`src/rtl/integer_set_table_top_assert.svh`:
```
// assertion macros shared by the integer set table modules
`ifndef INTEGER_SET_TABLE_TOP_ASSERT_SVH
`define INTEGER_SET_TABLE_TOP_ASSERT_SVH

// expr must hold in any cycle where cond holds
`define IST_ASSERT_HOLDS(label, cond, expr) \
    label: assert property (@(posedge clk) disable iff (!rst_n) (cond) |-> (expr)) \
        else $error("integer set table: assertion failed");

// expr must hold in the cycle after cond holds
`define IST_ASSERT_NEXT(label, cond, expr) \
    label: assert property (@(posedge clk) disable iff (!rst_n) (cond) |=> (expr)) \
        else $error("integer set table: assertion failed");

`endif

```
`src/rtl/ist_pkg.sv`:
```
package ist_pkg;

    // default number of set entries
    localparam int DEFAULT_CAPACITY = 64;

    // fixed field widths
    localparam int VALUE_W = 32;
    localparam int COUNT_W = 7;

    // operation codes
    typedef enum logic [2:0] {
        KIND_ADD     = 3'd0,
        KIND_REMOVE  = 3'd1,
        KIND_TEST    = 3'd2,
        KIND_EXTRACT = 3'd3,
        KIND_CLEAR   = 3'd4
    } ist_kind_t;

    // input item
    typedef struct packed {
        logic [2:0]                kind;
        logic signed [VALUE_W-1:0] operand_value;
    } ist_req_t;

    // result item
    typedef struct packed {
        logic                      ok;
        logic signed [VALUE_W-1:0] result_value;
        logic [COUNT_W-1:0]        element_count;
    } ist_rsp_t;

    // controller to datapath commands
    typedef struct packed {
        logic load;        // latch the item, rewind the index
        logic step;        // issue one read at the index
        logic move;        // shift read data down one place
        logic seek;        // restart the index just past the matched entry
        logic append;      // write the operand at the end
        logic drop;        // one entry fewer
        logic clear_all;   // empty the set
        logic finish;      // load the result register
        logic ok;          // success flag for the result
        logic give_value;  // result carries the extracted entry
    } ist_cmd_t;

    // datapath to controller status
    typedef struct packed {
        logic [2:0] kind;
        logic       empty;
        logic       full;
        logic       match;
        logic       run_end;
    } ist_status_t;

endpackage

```
`src/rtl/ist_ctrl.sv`:
```
`include "integer_set_table_top_assert.svh"

module ist_ctrl (
    input  logic                 clk,
    input  logic                 rst_n,
    input  logic                 start,
    output logic                 busy,
    input  ist_pkg::ist_status_t status,
    output ist_pkg::ist_cmd_t    cmd
);
    import ist_pkg::*;

    typedef enum logic [1:0] {
        ST_IDLE,
        ST_DECODE,
        ST_SCAN,
        ST_SHIFT
    } state_t;

    state_t state_reg;
    state_t state_next;

    // next state and commands
    always_comb
    begin
        state_next = state_reg;
        cmd        = '0;
        unique case (state_reg)
            ST_IDLE:
            begin
                if (start)
                begin
                    cmd.load   = 1'b1;
                    state_next = ST_DECODE;
                end
            end
            ST_DECODE:
            begin
                unique case (status.kind)
                    KIND_ADD:
                    begin
                        if (status.full)
                        begin
                            cmd.finish = 1'b1;
                            state_next = ST_IDLE;
                        end
                        else
                        begin
                            cmd.step   = 1'b1;
                            state_next = ST_SCAN;
                        end
                    end
                    KIND_REMOVE, KIND_TEST:
                    begin
                        cmd.step   = 1'b1;
                        state_next = ST_SCAN;
                    end
                    KIND_EXTRACT:
                    begin
                        if (status.empty)
                        begin
                            cmd.finish = 1'b1;
                            state_next = ST_IDLE;
                        end
                        else
                        begin
                            cmd.step   = 1'b1;
                            cmd.move   = 1'b1;
                            state_next = ST_SHIFT;
                        end
                    end
                    KIND_CLEAR:
                    begin
                        cmd.clear_all = 1'b1;
                        cmd.finish    = 1'b1;
                        cmd.ok        = !status.empty;
                        state_next    = ST_IDLE;
                    end
                    default:
                    begin
                        cmd.finish = 1'b1;
                        state_next = ST_IDLE;
                    end
                endcase
            end
            ST_SCAN:
            begin
                // compare one entry a cycle while the next read is in flight
                if (status.match)
                begin
                    if (status.kind == KIND_REMOVE)
                    begin
                        cmd.seek   = 1'b1;
                        state_next = ST_SHIFT;
                    end
                    else
                    begin
                        cmd.finish = 1'b1;
                        cmd.ok     = (status.kind == KIND_TEST);
                        state_next = ST_IDLE;
                    end
                end
                else if (status.run_end)
                begin
                    cmd.finish = 1'b1;
                    state_next = ST_IDLE;
                    if (status.kind == KIND_ADD)
                    begin
                        cmd.append = 1'b1;
                        cmd.ok     = 1'b1;
                    end
                end
                else
                begin
                    cmd.step = 1'b1;
                end
            end
            ST_SHIFT:
            begin
                // close the gap one entry a cycle
                if (status.run_end)
                begin
                    cmd.drop       = 1'b1;
                    cmd.finish     = 1'b1;
                    cmd.ok         = 1'b1;
                    cmd.give_value = (status.kind == KIND_EXTRACT);
                    state_next     = ST_IDLE;
                end
                else
                begin
                    cmd.step = 1'b1;
                    cmd.move = 1'b1;
                end
            end
            default:
            begin
                state_next = ST_IDLE;
            end
        endcase
    end

    // state register
    always_ff @(posedge clk or negedge rst_n)
    begin
        if (!rst_n)
        begin
            state_reg <= ST_IDLE;
        end
        else
        begin
            state_reg <= state_next;
        end
    end

    assign busy = (state_reg != ST_IDLE);

    `IST_ASSERT_NEXT(a_accept_busy, start && !busy, busy)
    `IST_ASSERT_NEXT(a_finish_idle, cmd.finish, !busy)
    `IST_ASSERT_HOLDS(a_drop_ends, cmd.drop, cmd.finish && (state_reg == ST_SHIFT))

endmodule

```
`src/rtl/ist_dp.sv`:
```
`include "integer_set_table_top_assert.svh"

module ist_dp #(
    parameter int CAPACITY = ist_pkg::DEFAULT_CAPACITY
) (
    input  logic                 clk,
    input  logic                 rst_n,
    input  ist_pkg::ist_req_t    request,
    input  ist_pkg::ist_cmd_t    cmd,
    output ist_pkg::ist_status_t status,
    output logic                 done,
    output ist_pkg::ist_rsp_t    response
);
    import ist_pkg::*;

    localparam int ADDR_W = (CAPACITY > 1) ? $clog2(CAPACITY) : 1;
    localparam int CNT_W  = $clog2(CAPACITY + 1);
    localparam logic [CNT_W-1:0] CNT_MAX = CNT_W'(CAPACITY);

    // entry store, oldest entry at address zero
    logic signed [VALUE_W-1:0] entry_mem [CAPACITY];

    logic [2:0]                kind_reg;
    logic signed [VALUE_W-1:0] operand_reg;
    logic [CNT_W-1:0]          count_reg;
    logic [CNT_W-1:0]          count_next;
    logic [CNT_W-1:0]          idx_reg;
    logic [CNT_W-1:0]          idx_next;

    logic                      rd_en;
    logic [ADDR_W-1:0]         rd_addr;
    logic signed [VALUE_W-1:0] rd_data_reg;
    logic                      rd_vld_reg;
    logic [ADDR_W-1:0]         rd_idx_reg;

    logic                      shift_wr;
    logic                      wr_en;
    logic [ADDR_W-1:0]         wr_addr;
    logic signed [VALUE_W-1:0] wr_data;

    logic signed [VALUE_W-1:0] taken_reg;
    logic                      done_reg;
    ist_rsp_t                  rsp_reg;

    // read issue and index update
    assign rd_en   = cmd.step && (idx_reg < count_reg);
    assign rd_addr = idx_reg[ADDR_W-1:0];

    always_comb
    begin
        idx_next = idx_reg;
        priority if (cmd.load)
        begin
            idx_next = '0;
        end
        else if (cmd.seek)
        begin
            idx_next = CNT_W'(rd_idx_reg) + CNT_W'(1);
        end
        else if (rd_en)
        begin
            idx_next = idx_reg + CNT_W'(1);
        end
        else
        begin
            idx_next = idx_reg;
        end
    end

    // write port: shift an entry down one place, or append at the end
    assign shift_wr = cmd.move && rd_vld_reg && (rd_idx_reg != '0);
    assign wr_en    = shift_wr || cmd.append;
    assign wr_addr  = shift_wr ? (rd_idx_reg - ADDR_W'(1)) : count_reg[ADDR_W-1:0];
    assign wr_data  = shift_wr ? rd_data_reg : operand_reg;

    // entry count
    always_comb
    begin
        count_next = count_reg;
        priority if (cmd.clear_all)
        begin
            count_next = '0;
        end
        else if (cmd.append)
        begin
            count_next = count_reg + CNT_W'(1);
        end
        else if (cmd.drop)
        begin
            count_next = count_reg - CNT_W'(1);
        end
        else
        begin
            count_next = count_reg;
        end
    end

    // memory
    always_ff @(posedge clk)
    begin
        if (wr_en)
        begin
            entry_mem[wr_addr] <= wr_data;
        end
        if (rd_en)
        begin
            rd_data_reg <= entry_mem[rd_addr];
        end
    end

    // control registers
    always_ff @(posedge clk or negedge rst_n)
    begin
        if (!rst_n)
        begin
            kind_reg   <= '0;
            count_reg  <= '0;
            idx_reg    <= '0;
            rd_vld_reg <= 1'b0;
            rd_idx_reg <= '0;
            done_reg   <= 1'b0;
        end
        else
        begin
            if (cmd.load)
            begin
                kind_reg <= request.kind;
            end
            count_reg  <= count_next;
            idx_reg    <= idx_next;
            rd_vld_reg <= rd_en;
            rd_idx_reg <= rd_addr;
            done_reg   <= cmd.finish;
        end
    end

    // payload registers
    always_ff @(posedge clk)
    begin
        if (cmd.load)
        begin
            operand_reg <= request.operand_value;
        end
        if (cmd.move && rd_vld_reg && (rd_idx_reg == '0))
        begin
            taken_reg <= rd_data_reg;
        end
        if (cmd.finish)
        begin
            rsp_reg.ok            <= cmd.ok;
            rsp_reg.result_value  <= cmd.give_value ? taken_reg : '0;
            rsp_reg.element_count <= COUNT_W'(count_next);
        end
    end

    // status to the controller
    assign status.kind    = kind_reg;
    assign status.empty   = (count_reg == '0);
    assign status.full    = (count_reg == CNT_MAX);
    assign status.match   = rd_vld_reg && (rd_data_reg == operand_reg);
    assign status.run_end = (idx_reg >= count_reg) && !rd_vld_reg;

    assign done     = done_reg;
    assign response = rsp_reg;

    `IST_ASSERT_HOLDS(a_count_bound, 1'b1, count_reg <= CNT_MAX)
    `IST_ASSERT_HOLDS(a_write_in_range, wr_en, CNT_W'(wr_addr) <= count_reg)
    `IST_ASSERT_HOLDS(a_append_room, cmd.append, count_reg < CNT_MAX)
    `IST_ASSERT_NEXT(a_done_pulse, done_reg, !done_reg)

endmodule

```
`src/rtl/integer_set_table_top.sv`:
```
// channel   ports                    handshake
// input     request (ist_req_t)      taken at a clock edge with start high and busy low
// result    response (ist_rsp_t)     valid for one cycle while done is high
//
// clear, a failed add on a full set, extract on an empty set and unused
// codes finish from decode without reading the store.
// add, remove and membership test scan the store one entry a cycle through
// the single read port; remove of the entry at position p (0 for the oldest)
// finds it and then shifts the later entries down one place.
// extract reads the oldest entry and shifts the rest down.
// reset empties the set at once; the receiver cannot stall, and a new item
// may start in the same cycle that done is high.
module integer_set_table_top #(
    parameter int CAPACITY = ist_pkg::DEFAULT_CAPACITY
) (
    input  logic              clk,
    input  logic              rst_n,
    input  logic              start,
    output logic              busy,
    input  ist_pkg::ist_req_t request,
    output logic              done,
    output ist_pkg::ist_rsp_t response
);
    import ist_pkg::*;

    ist_cmd_t    cmd;
    ist_status_t status;

    // sequencer
    ist_ctrl u_ctrl (
        .clk    (clk),
        .rst_n  (rst_n),
        .start  (start),
        .busy   (busy),
        .status (status),
        .cmd    (cmd)
    );

    // entry store, count and result register
    ist_dp #(
        .CAPACITY (CAPACITY)
    ) u_dp (
        .clk      (clk),
        .rst_n    (rst_n),
        .request  (request),
        .cmd      (cmd),
        .status   (status),
        .done     (done),
        .response (response)
    );

endmodule

```
`config.mk`:
```
export PLATFORM = sky130hd
export DESIGN_NAME = integer_set_table_top
export DESIGN_NICKNAME = d
export VERILOG_FILES = /design/src/rtl/ist_pkg.sv /design/src/rtl/ist_ctrl.sv /design/src/rtl/ist_dp.sv /design/src/rtl/integer_set_table_top.sv
export VERILOG_INCLUDE_DIRS = /design/src /design/src/rtl
export SDC_FILE = /design/constraint.sdc
export NUM_CORES = 2
export LEC_CHECK = 0
export BUFFER_PORTS_ARGS = -buffer_cell sky130_fd_sc_hd__buf_2
export CAP_MARGIN = 20
export CORE_MARGIN = 4
export CORE_UTILIZATION = 30
export CTS_BUF_LIST = sky130_fd_sc_hd__clkbuf_4 sky130_fd_sc_hd__clkbuf_8 sky130_fd_sc_hd__clkbuf_16
export DETAILED_ROUTE_END_ITERATION = 8
export HOLD_SLACK_MARGIN = 0.02
export PLACE_DENSITY = 0.44
export SYNTH_ARGS = -nofsm -noshare
export SYNTH_HDL_FRONTEND = slang
export SYNTH_HIERARCHICAL = 1
export SYNTH_SLANG_ARGS = --single-unit
export TNS_END_PERCENT = 20
```
`constraint.sdc`:
```
create_clock -name clk -period 10.3 [get_ports clk]
set_input_delay 1.03 -clock clk [delete_from_list [all_inputs] [get_ports clk]]
set_output_delay 1.03 -clock clk [all_outputs]
set_load 0.05 [all_outputs]
```
### After elaboration in Yosys (flattened, before gate mapping)

Memories as Yosys holds them, arrays and structs flattened. A register that Yosys moved wholly into a read port is not among the register bits.
Cells that the tools add are included.

| word-level totals | value |
|---|---|
| bits of input ports | 38 |
| memories | 1 |
| register bits after elaboration | 131 |
| output and inout bits | 42 |
| RAM bits | 2048 |

| operators by class | value |
|---|---|
| add/subtract/negate cells | 5 |
| equal/unequal tests | 10 |
| $lt $le $gt $ge | 2 |
| reduce and logical (&&, ||, !) cells | 17 |
| muxes and demuxes | 48 |

Memories:

| memory | words | bits a word | read ports | clocked after Yosys merged registers in | write ports | line | text |
|---|---|---|---|---|---|---|---|
| u_dp.entry_mem | 64 | 32 | 1 | 1 | 1 | ist_dp.sv:21 | `logic signed [VALUE_W-1:0] entry_mem [CAPACITY];` |

Operators by type and width:

| cell | count |
|---|---|
| $mux W7 | 6 |
| $eq A32 B32 Y1 | 1 |
| $mux W32 | 1 |
| $mux W2 | 11 |
| $mux W1 | 21 |
| $add A7 B1 Y7 const B | 2 |
| $pmux W2 S3 | 2 |
| $pmux W1 S3 | 3 |
| $pmux W2 S4 | 1 |
| $add A6 B1 Y7 const B | 1 |
| $eq A7 B7 Y1 const B | 1 |
| $ge A7 B7 Y1 | 1 |
| $logic_not A7 Y1 | 1 |
| $lt A7 B7 Y1 | 1 |
| $sub A7 B1 Y7 const B | 1 |
| $eq A3 B2 Y1 const B | 2 |
| $logic_and A1 B1 Y1 | 6 |
| $logic_not A6 Y1 | 1 |
| $mux W6 | 1 |
| $reduce_bool A6 Y1 | 1 |
| $sub A6 B1 Y6 const B | 1 |
| $eq A2 B2 Y1 const B | 2 |
| $eq A3 B1 Y1 const B | 1 |
| $eq A3 B3 Y1 const B | 1 |
| other kinds (11) | 12 |

### Depth between registers and ports, before layout

| depth | value |
|---|---|
| word-level depth | 9 |
| gate-level depth with buffers | 21 |

### By module

Netlist, hierarchy kept.

Modules (own cells, without submodules):

| module | instances | cells each | area each (sq um) | sequential area each (sq um) |
|---|---|---|---|---|
| ist_dp | 1 | 3781 | 84721.3 | 66208.5 |
| ist_ctrl | 1 | 37 | 259.0 | 50.0 |

### Least setup slack after synthesis

OpenSTA, ideal clock, no wires.

| timing path | value |
|---|---|
| path type | register to register |
| from | register u_dp.idx_reg[0] |
| to | memory u_dp.entry_mem[58][0] (enable) |
| path slack | 4.994 ns |
| path buffers | 5 |
| required time | 9.879 ns |
| clock period less this slack | 5.306 ns |
| data arrival time | 4.885 ns |
| cell stages (with the launch flop) | 19 |
| cells stage by stage | dfrtp_1 buf_2 buf_6 buf_6 buf_6 buf_4 inv_1 ha_1 nor2b_1 o21a_1 a311oi_1 o21a_1 nor2_1 or3b_2 nor2_1 inv_1 o41ai_1 nand2_1 nor2_1 |

RTL lines:

| what | line | text |
|---|---|---|
| start: declaration | ist_dp.sv:27 | `logic [CNT_W-1:0] idx_reg;` |
| start signal: assignment | ist_dp.sv:130 | `idx_reg <= idx_next;` |
| end: declaration | ist_dp.sv:21 |  |

==> flow_metrics.tcl <==
set metrics [dict create \
    start_util 0.301 \
    cts_tree "built" \
    grt_overflow_total 0 \
    worst_r2r_startpoint "u_dp/idx_reg[4]" \
    rsz0062_at_grt "no" \
    grt_pass1_wl_um 351000 \
    routabilityCongestion 0.838 \
    layout_common_cells "edfxtp_1, mux4_2, clkbuf_16, buf_4, mux2i_1" \
    start_kind "register" \
    drt_first_pass_iters 5 \
    met1_usage 0.246 \
    cap_viol_max_count 0 \
    finalSetupViolations 0 \
    synth_cells 3818 \
    cts_setup_buffers 0 \
    antenna_found_initial 32 \
    clkLatencyLatePin_ps 890 \
    cp_cell_sequence "buf_4 -> ha_1 -> a21oi_1 -> nor2_1 -> a211oi_1 -> o21a_1 -> nor2_1 -> nand3b_1 -> nand2_1 -> nand2_1 -> a31oi_4 -> buf_4 -> nor2_1 -> a21oi_1 -> nand2_2 -> nor2_4 -> buf_4" \
    synth_cell_type_count 59 \
    critPathSlowestCell "nor2_4" \
    hold_buffers 0 \
    design_area_sq_um 98500 \
    finalCoreUtilization 0.349 \
    avgSynthCellArea_sq_um 22.3 \
    drc 0 \
    cp.required_ps 10800 \
    syn-cell-area_sq_um 85000 \
    nets 4139 \
    synth_edf_count 2184 \
    drt_iter0_markers 4836 \
    finalHoldWorstSlack_ps 217 \
    synth_fa_ha_area_frac 0.00191 \
    die_area_sq_um 292000 \
    period_needed_ps 5900 \
    clock-sinks 2211 \
    grt_util_met3 0.0321 \
    async_reset_ff_frac 0.0122 \
    dpl_cell_area_sq_um 90800 \
    largest_register_ffs 2048 \
    worstHoldPathType "in2async" \
    fin_skew_ps 75.0 \
    cp_slowest_stage_delay_ps 660 \
    hold_violations 0 \
    core_sq_um 282000 \
    power_per_cell_area_nw_per_um2 247 \
    clkTransAtPathRegs_ps 60 \
    hpwl_um 151000 \
    synthXorXnorAreaFrac 0.00464 \
    relSlewSlack 0.190 \
    yosysSeqAreaShare 0.780 \
    critPathMaxFanout 49 \
    drive_gt1_frac 0.295 \
    synth_seq_cells 2211 \
    met2_usage 0.270 \
    rows 195 \
    cts_max_level 4 \
    vias 40700 \
    via_per_inst 5.07 \
    synth_mux_area_frac 0.156 \
    routed_wl_um 253000 \
    ir_drop_mv 0.133 \
    cts_resized 0 \
    status "finished, final reports clean" \
    grt_pass1_vias 41200 \
    die_h_um 540 \
    arrival_ps 6400 \
    synth_top_family_by_area "multiplexers" \
    grt_usage 0.171 \
    rr_worst_depth 17 \
    ys_warn_count 6 \
    cts_buffers 235 \
    grt_start_max_net_pins 93 \
    syn-num-nets 3869 \
    finalCritPeriodShare 0.573 \
    io_buffer_count 79 \
    path_class "reg2reg" \
    routedWlPerCell_um 31.6 \
    clk_path_buf_depth 4 \
    tightest_slew_ps 1220 \
    synth_flop_cell "edfxtp_1" \
    max_freq_mhz 169 \
    r2r-end "u_dp/entry_mem[45][4]" \
    r2r_slack_ps 4400 \
    syn2layout_area_growth_pct 15.9 \
    layout_commonest_cell "edfxtp_1" \
    fp.dieW_um 540 \
    p_leak_nw 29.5 \
    final-max-slew-violation-count 0 \
    busiest_layer "met2" \
    top_register "u_dp/entry_mem" \
    crit_path_end_kind "register" \
    synth-compound-area-share 0.0238 \
    ios 80 \
    fin_tns_setup_ps 0 \
    synth_simple_gate_area_frac 0.0205 \
    cts_root_buffer "clkbuf_16" \
    antenna_left 0 \
]
[critical path: cells and delay by family (launching register included)]
kind / cells / cell delay, ps
DFF: 1 / 340
AOI/OAI and AO/OA: 5 / 1420
adders and majority gates: 1 / 350
buffers and inverters: 3 / 1420
and+or+nand+nor: 8 / 1950
[how the worst max path moves through the flow]
stage	from	slack (ps)	cells past startpoint	end
CTS	u_dp/idx_reg[1]	4420	16	u_dp/entry_mem[45][4]
global placement	u_dp/idx_reg[0]	4270	13	u_dp/entry_mem[2][4]
finish	u_dp/idx_reg[4]	4400	17	u_dp/entry_mem[45][4]
floorplan	u_dp/idx_reg[0]	4990	18	u_dp/entry_mem[58][0]
global route	u_dp/idx_reg[4]	4020	17	u_dp/entry_mem[45][26]
detailed placement	u_dp/idx_reg[1]	4440	16	u_dp/entry_mem[45][24]
[cell usage after synthesis, drive strengths merged (19+ instances only)]
master | instances | area share
inv | 22 | 0.00097
dfrtp | 27 | 0.0080
and2 | 36 | 0.0027
nor2b | 21 | 0.0015
a22oi | 21 | 0.0019
o21ai | 21 | 0.0012
a211oi | 19 | 0.0017
nor2 | 144 | 0.0064
buf | 123 | 0.0097
nand2 | 67 | 0.0030
mux2i | 91 | 0.011
a21oi | 83 | 0.0049
mux4 | 519 | 0.14
o22ai | 73 | 0.0054
o221ai | 20 | 0.0021
nand4 | 20 | 0.0015
nand3 | 22 | 0.0013
xnor2 | 38 | 0.0039
edfxtp | 2184 | 0.77
clkbuf | 68 | 0.0030
mux2 | 57 | 0.0076
[metrics by stage]
stage,setup slack [ps],power (mW),cells
after global placement,4270,16.1,7585
after CTS,4420,24.6,8011
after floorplan,4990,13.8,3818
final,4400,24.3,8022
after global routing,4020,25.2,8013
after detailed placement,4440,16.1,7594
[cell families after synthesis]
logic type / count (synthesis)
AND/OR/NAND/NOR: 366
adder cells (fa/ha/maj): 13
XOR/XNOR: 45
buffers and inverters: 213
AO/OA/AOI/OAI: 303
multiplexers: 667
flip-flops: 2211
[where the power goes]
| part | leakage (nW) | switching, mW | total (mW) | internal, mW |
|---|---|---|---|---|
| registers | 20.0 | 0.271 | 10.9 | 10.6 |
| clock network | 3.80 | 3.47 | 8.46 | 4.99 |
| logic | 5.74 | 3.48 | 4.93 | 1.45 |
| total | 29.5 | 7.22 | 24.3 | 17.1 |
[layout make-up]
type,instances,area [sq um]
Antenna cell,11,27.5
Tap cell,3743,4680
Inverter,22,82.6
Clock inverter,126,1300
Multi-Input combinational cell,1394,18100
Fill cell,26200,184000
Sequential cell,2211,66300
Clock buffer,291,6340
Timing Repair Buffer,224,1660
[routing by layer]
metal,up-vias,wire [um]
met5,-,13
met4,2,5600
met3,294,17600
met2,1445,118000
met1,22300,112000
li1,16700,-
Note: power is estimated with default switching activity, not from simulation.
